===== src/hdl/sm3_pkg.sv =====
package sm3_pkg;

   localparam logic [31:0] T_LOW  = 32'h79CC4519;
   localparam logic [31:0] T_HIGH = 32'h7A879D8A;
   localparam logic [7:0]  PAD_BYTE = 8'h80;
   localparam logic [3:0]  LEN_WORD_POS = 4'd14;

   typedef logic [7:0][31:0] cv_type;

   localparam cv_type SM3_IV = {32'hB0FB0E4E, 32'hE38DEE4D, 32'h163138AA, 32'hA96F30BC,
                                32'hDA8A0600, 32'h172442D7, 32'h4914B2B9, 32'h7380166F};

   typedef enum logic [2:0] {
      ST_IDLE,
      ST_PAD,
      ST_ROUND,
      ST_FOLD,
      ST_OUT
   } state_type;

   function automatic logic [31:0] rotl(input logic [31:0] x, input logic [4:0] n);
      logic [63:0] d;
      d = {x, x} << n;
      return d[63:32];
   endfunction

   function automatic logic [31:0] perm0(input logic [31:0] x);
      return x ^ rotl(x, 5'd9) ^ rotl(x, 5'd17);
   endfunction

   function automatic logic [31:0] perm1(input logic [31:0] x);
      return x ^ rotl(x, 5'd15) ^ rotl(x, 5'd23);
   endfunction

endpackage


===== src/hdl/sm3_hash_engine.sv =====
// A word that does not end a block is stored in its slot of the window; a word
// that completes a block is followed by 64 rounds and one fold, done by the
// single round unit, and the next word is taken only after the fold. A final
// word adds padding, one or two compressions and eight digest transactions.
// Reset (synchronous, active high) loads the initial value and clears the length.
module sm3_hash_engine (
   input  logic        clock,
   input  logic        reset,
   input  logic        req_tvalid,
   output logic        req_tready,
   input  logic [39:0] req_tdata,   // message_word[31:0], last_bytes[34:32], zero fill
   input  logic        req_tlast,   // is_last
   output logic        rsp_tvalid,
   input  logic        rsp_tready,
   output logic [39:0] rsp_tdata,   // digest_word[31:0], word_index[34:32], zero fill
   output logic        rsp_tlast    // is_final_word
);
   import sm3_pkg::*;

   state_type state_ff, state_in;
   cv_type cv_ff, cv_in;
   logic [7:0][31:0] wk_ff, wk_in;     // working variables a..h
   logic [15:0][31:0] win_ff, win_in;  // expansion window, w[j] at index 0
   logic [63:0] count_ff, count_in;
   logic [5:0]  round_ff, round_in;
   logic [3:0]  widx_ff, widx_in;      // next word slot of the block
   logic        final_ff, final_in;    // this compression is the last one
   logic        second_ff, second_in;  // a length-only block follows
   logic [2:0]  oidx_ff, oidx_in;

   logic        accept;
   logic [31:0] word, keep, padded;
   logic [2:0]  nb_raw, nb;
   logic [31:0] a12, ss1, ss2, ff, gg, tt1, tt2, tj, wnew;
   logic [63:0] bits;

   assign accept = req_tvalid && req_tready;
   assign req_tready = (state_ff == ST_IDLE);
   assign word = req_tdata[31:0];
   assign nb_raw = req_tdata[34:32];
   assign nb = (nb_raw > 3'd4) ? 3'd4 : nb_raw;
   assign bits = count_ff << 3;

   // Round datapath, shared across all 64 rounds.
   always_comb begin
      tj  = rotl((round_ff < 6'd16) ? T_LOW : T_HIGH, round_ff[4:0]);
      a12 = rotl(wk_ff[0], 5'd12);
      ss1 = rotl(a12 + wk_ff[4] + tj, 5'd7);
      ss2 = ss1 ^ a12;
      if (round_ff < 6'd16) begin
         ff = wk_ff[0] ^ wk_ff[1] ^ wk_ff[2];
         gg = wk_ff[4] ^ wk_ff[5] ^ wk_ff[6];
      end else begin
         ff = (wk_ff[0] & wk_ff[1]) | (wk_ff[0] & wk_ff[2]) | (wk_ff[1] & wk_ff[2]);
         gg = (wk_ff[4] & wk_ff[5]) | (~wk_ff[4] & wk_ff[6]);
      end
      tt1 = ff + wk_ff[3] + ss2 + (win_ff[0] ^ win_ff[4]);
      tt2 = gg + wk_ff[7] + ss1 + win_ff[0];
      wnew = perm1(win_ff[0] ^ win_ff[7] ^ rotl(win_ff[13], 5'd15))
           ^ rotl(win_ff[3], 5'd7) ^ win_ff[10];
   end

   // Final word with its padding byte.
   always_comb begin
      keep = (nb == 3'd0) ? 32'h0 : (32'hFFFFFFFF << (6'd32 - {nb, 3'b000}));
      padded = (word & keep) | ({24'h0, PAD_BYTE} << (5'd24 - {nb[1:0], 3'b000}));
   end

   always_ff @(posedge clock) begin
      if (reset) begin
         state_ff <= ST_IDLE;
         cv_ff <= SM3_IV;
         count_ff <= '0;
         widx_ff <= '0;
         round_ff <= '0;
         final_ff <= 1'b0;
         second_ff <= 1'b0;
         oidx_ff <= '0;
      end else begin
         state_ff <= state_in;
         cv_ff <= cv_in;
         count_ff <= count_in;
         widx_ff <= widx_in;
         round_ff <= round_in;
         final_ff <= final_in;
         second_ff <= second_in;
         oidx_ff <= oidx_in;
      end
   end

   always_ff @(posedge clock) begin
      wk_ff <= wk_in;
      win_ff <= win_in;
   end

   // Sequencer: collect, pad, round, fold, emit.
   always_comb begin
      state_in = state_ff;
      cv_in = cv_ff;
      wk_in = wk_ff;
      win_in = win_ff;
      count_in = count_ff;
      round_in = round_ff;
      widx_in = widx_ff;
      final_in = final_ff;
      second_in = second_ff;
      oidx_in = oidx_ff;
      unique case (state_ff)
         ST_IDLE: begin
            if (accept) begin
               wk_in = cv_ff;
               round_in = '0;
               if (!req_tlast) begin
                  win_in[widx_ff] = word;
                  count_in = count_ff + 64'd4;
                  widx_in = widx_ff + 4'd1;
                  final_in = 1'b0;
                  if (widx_ff == 4'd15) state_in = ST_ROUND;
               end else begin
                  count_in = count_ff + {61'd0, nb};
                  final_in = 1'b0;
                  second_in = 1'b0;
                  if (nb == 3'd4) begin
                     win_in[widx_ff] = word;
                     if (widx_ff == 4'd15) begin
                        // Block full: the padding byte leads a new length block.
                        second_in = 1'b1;
                        widx_in = 4'd1;
                        state_in = ST_ROUND;
                     end else begin
                        win_in[widx_ff + 4'd1] = {PAD_BYTE, 24'h0};
                        if (widx_ff == 4'd14) begin
                           // The padding word fills the block: a bare length block follows.
                           second_in = 1'b1;
                           widx_in = 4'd0;
                           state_in = ST_ROUND;
                        end else begin
                           widx_in = widx_ff + 4'd2;
                           state_in = ST_PAD;
                        end
                     end
                  end else begin
                     win_in[widx_ff] = padded;
                     if (widx_ff == 4'd15) begin
                        // The padded word fills the block: a bare length block follows.
                        second_in = 1'b1;
                        widx_in = 4'd0;
                        state_in = ST_ROUND;
                     end else begin
                        widx_in = widx_ff + 4'd1;
                        state_in = ST_PAD;
                     end
                  end
               end
            end
         end
         ST_PAD: begin
            wk_in = cv_ff;
            round_in = '0;
            if (second_ff) begin
               // Length-only block; slot 1 as next slot means the padding word leads it.
               for (int i = 0; i < 16; i++) win_in[i] = '0;
               if (widx_ff == 4'd1) win_in[0] = {PAD_BYTE, 24'h0};
               win_in[14] = bits[63:32];
               win_in[15] = bits[31:0];
               second_in = 1'b0;
               final_in = 1'b1;
            end else begin
               // Zero fill behind the padding word.
               for (int i = 0; i < 16; i++) begin
                  if (i >= int'(widx_ff)) win_in[i] = '0;
               end
               if (widx_ff > LEN_WORD_POS) begin
                  // No room for the length: it goes to a block of its own.
                  final_in = 1'b0;
                  second_in = 1'b1;
               end else begin
                  win_in[14] = bits[63:32];
                  win_in[15] = bits[31:0];
                  final_in = 1'b1;
               end
            end
            widx_in = 4'd0;
            state_in = ST_ROUND;
         end
         ST_ROUND: begin
            wk_in[0] = tt1;
            wk_in[1] = wk_ff[0];
            wk_in[2] = rotl(wk_ff[1], 5'd9);
            wk_in[3] = wk_ff[2];
            wk_in[4] = perm0(tt2);
            wk_in[5] = wk_ff[4];
            wk_in[6] = rotl(wk_ff[5], 5'd19);
            wk_in[7] = wk_ff[6];
            for (int i = 0; i < 15; i++) win_in[i] = win_ff[i + 1];
            win_in[15] = wnew;
            round_in = round_ff + 6'd1;
            if (round_ff == 6'd63) state_in = ST_FOLD;
         end
         ST_FOLD: begin
            cv_in = cv_ff ^ wk_ff;
            if (final_ff) begin
               oidx_in = '0;
               state_in = ST_OUT;
            end else if (second_ff) begin
               state_in = ST_PAD;
            end else begin
               state_in = ST_IDLE;
            end
         end
         ST_OUT: begin
            if (rsp_tready) begin
               oidx_in = oidx_ff + 3'd1;
               if (oidx_ff == 3'd7) begin
                  cv_in = SM3_IV;
                  count_in = '0;
                  widx_in = '0;
                  state_in = ST_IDLE;
               end
            end
         end
         default: state_in = ST_IDLE;
      endcase
   end

   assign rsp_tvalid = (state_ff == ST_OUT);
   assign rsp_tdata = {5'd0, oidx_ff, cv_ff[oidx_ff]};
   assign rsp_tlast = (oidx_ff == 3'd7);

endmodule


===== config.mk =====
export PLATFORM = sky130hd
export DESIGN_NAME = sm3_hash_engine
export DESIGN_NICKNAME = d
export VERILOG_FILES = /design/src/hdl/sm3_pkg.sv /design/src/hdl/sm3_hash_engine.sv
export SDC_FILE = /design/constraint.sdc
export NUM_CORES = 2
export LEC_CHECK = 0
export BUFFER_PORTS_ARGS = -buffer_cell sky130_fd_sc_hd__clkbuf_2
export CELL_PAD_IN_SITES_DETAIL_PLACEMENT = 1
export CELL_PAD_IN_SITES_GLOBAL_PLACEMENT = 1
export CORE_ASPECT_RATIO = 1.75
export CORE_MARGIN = 2
export CORE_UTILIZATION = 46
export DETAILED_ROUTE_END_ITERATION = 12
export PLACE_DENSITY = 0.87
export SETUP_SLACK_MARGIN = 0.3
export SYNTH_ARGS = -nofsm -noshare
export SYNTH_HDL_FRONTEND = slang
export SYNTH_SLANG_ARGS = --single-unit

===== constraint.sdc =====
create_clock -name clock -period 10.54 [get_ports clock]
set_input_delay 2.108 -clock clock [delete_from_list [all_inputs] [get_ports clock]]
set_output_delay 2.108 -clock clock [all_outputs]
set_load 0.02 [all_outputs]

==> impl_metrics.env <==
export IMPL_endpoint_kind="flip-flop"
export IMPL_drv_cap=1
export IMPL_final_period_minus_worst_setup_slack_ps=9830
export IMPL_grt_overflow_total=0
export IMPL_cts_setup_buffers=0
export IMPL_multi_input_area_um2=35800
export IMPL_place_hpwl_mm=218
export IMPL_synth_cells=7154
export IMPL_hold_violations=0
export IMPL_yosysTopAreaCell="edfxtp_1"
export IMPL_synth_flop_cell="edfxtp_1"
export IMPL_clk_transition_reported_paths_ps=70
export IMPL_routed_wl_mm=299
export IMPL_synth_area_um2=67700
export IMPL_wire_per_inst_um=32.9
export IMPL_dieWidth_um=294
export IMPL_io_buffers=77
export IMPL_cts_hold_buf=0
export IMPL_gp_congestion=1.08
export IMPL_rows=186
export IMPL_period_share=0.933
export IMPL_regArea_um2=29800
export IMPL_nNetsFinal=7454
export IMPL_synth_edff_count=768
export IMPL_setup_viol=0
export IMPL_fin_setup_tns_ps=0
export IMPL_root_buffer="clkbuf_16"
export IMPL_grtUsageTotal=0.391
export IMPL_clkLatencyLatePin_ps=820
export IMPL_cpMaxStageDelayCell="mux2i_1"
export IMPL_drive_above_1_share=0.0958
export IMPL_cts_tree="done"
export IMPL_die_y_um=512
export IMPL_viasPerCell=6.54
export IMPL_fmax_mhz=102
export IMPL_ys_async_sr_fraction=0
export IMPL_drtIter0Drc=5734
export IMPL_critical_path_max_stage_delay_ps=860
export IMPL_status="complete, but fails checks"
export IMPL_critPathLaunchType="flip-flop"
export IMPL_yosysUniqueCellTypes=86
export IMPL_ioPinCount=88
export IMPL_initial_core_util=0.463
export IMPL_crit_fanout=5
export IMPL_syn_mean_instance_area_um2=9.47
export IMPL_cp_arrival_ps=10340
export IMPL_core_region_area_um2=146000
export IMPL_antenna_found_initial=9
export IMPL_post_cts_resized=0
export IMPL_grt_max_degree=209
export IMPL_slew_violations=2
export IMPL_worst_slew_pin_slew_ps=1540
export IMPL_cts_inserted_buffers=107
export IMPL_worstSetupPathType="flip-flop to flip-flop"
export IMPL_yosys_warnings=0
export IMPL_cts_sinks=1103
export IMPL_ys_ff_latch=1103
export IMPL_htree_levels=3
export IMPL_drc=0
export IMPL_hp_class="flip-flop to flip-flop"
export IMPL_synth_top_area_share=0.341
export IMPL_fillers=16500
export IMPL_synth_area_leaders="edfxtp_1, dfxtp_1, nand2_1"
export IMPL_yosysSeqAreaShare=0.440
export IMPL_cpMostUsedCell="buf_4"
export IMPL_cts_path_max_buffers=3
export IMPL_rsz0062_at_grt="false"
export IMPL_grt_pass1_vias=62200
export IMPL_dieArea_um2=150000
export IMPL_clock_skew_ps=58.4
export IMPL_vias=59400
export IMPL_violations="capacitance limit, slew limit"
export IMPL_area_growth_pct=10.2
export IMPL_slew_headroom=-0.0314
export IMPL_grt_pass1_wl_mm=428
export IMPL_antenna_left=0
export IMPL_required_ps=11060
export IMPL_drtPass1Iterations=8
==> placed cells by master, fill, tap and decap left out, types with 77 or more instances in the layout <==
cell type and n:
inv_1 200, a22oi_1 393, mux2i_1 108, nand2_1 1452
and3_1 149, ha_1 121, a21oi_1 407, edfxtp_1 768
clkbuf_16 109, o21ai_0 771, fa_1 189, xnor2_1 301
nor2_1 369, buf_4 235, dfxtp_1 330, clkbuf_2 77
xor2_1 293
==> metrics by stage <==
stage | util | setup slack, ps | hold slack (ps) | cell area (µm²) | cells
after CTS | 0.509 | 311 | 500 | 74500 | 9071
after global placement | 0.485 | 353 | 478 | 71000 | 8869
final | 0.510 | 710 | 497 | 74600 | 9077
after global routing | 0.510 | 330 | 543 | 74600 | 9075
after floorplan | - | 303 | 458 | 67700 | 7158
after detailed placement | 0.485 | 378 | 493 | 71000 | 8869
==> worst paths after layout <==
| kind | startpoint | end | slack, ps | depth (start not counted) |
|---|---|---|---|---|
| setup / recovery | round_ff[5] | a12[11] | 710 | 36 |
| hold / removal | count_ff[60] | count_ff[60] | 500 | 2 |
| setup reg to reg | round_ff[5] | a12[11] | 710 | 36 |
| hold reg to reg | count_ff[60] | count_ff[60] | 500 | 2 |
==> critical path: cells and delay by family, from the launching register on <==
family | cells | cell delay, ps
AO/OA/AOI/OAI | 12 | 2620
buffers and inverters | 7 | 1070
flip-flops | 1 | 350
XOR/XNOR | 3 | 500
AND/OR/NAND/NOR | 5 | 850
adder cells (fa/ha/maj) | 7 | 3010
multiplexers | 2 | 1130
==> logic make-up (layout without fill, tap and decap cells) <==
logic type      after synthesis  after routing  synth area share
simple gates               2231           2231             0.138
compound gates             1991           1991             0.180
flops                      1103           1103             0.440
buf+inv                     691            725            0.0386
xor+xnor                    610            610            0.0813
fa+ha+maj                   310            310            0.0782
mux                         217            217            0.0447
other cells                   1             10         0.0000554
==> cells in the mapped netlist (149+ instances only) <==
cell / instances
nor2_1: 376
clkbuf_1: 417
o21ai_0: 772
dfxtp_1: 335
nand2_1: 1452
fa_1: 189
a22oi_1: 393
xor2_1: 293
a21oi_1: 435
xnor2_1: 305
inv_1: 202
and3_1: 149
edfxtp_1: 768
==> layout make-up <==
| class | instances | area share |
|---|---|---|
| antenna | 5 | 0.000168 |
| clock buffer | 133 | 0.0384 |
| clock inverter | 69 | 0.00952 |
| inverter | 202 | 0.0103 |
| multi-input combinational | 5364 | 0.480 |
| sequential | 1103 | 0.399 |
| tap | 1880 | 0.0315 |
| timing repair buffer | 321 | 0.0312 |
==> layer usage <==
layer / vias up / GRT usage / share of wire
li1: 25400 / - / -
met1: 30000 / 0.375 / 0.31
met2: 2832 / 0.655 / 0.48
met3: 1141 / 0.0795 / 0.065
met4: 2 / 0.447 / 0.14
met5: - / 0 / 0.000040
Power is left out: the tool's default activity adds up to more than one toggle a clock period on the data nets, which glitch-free logic cannot reach.
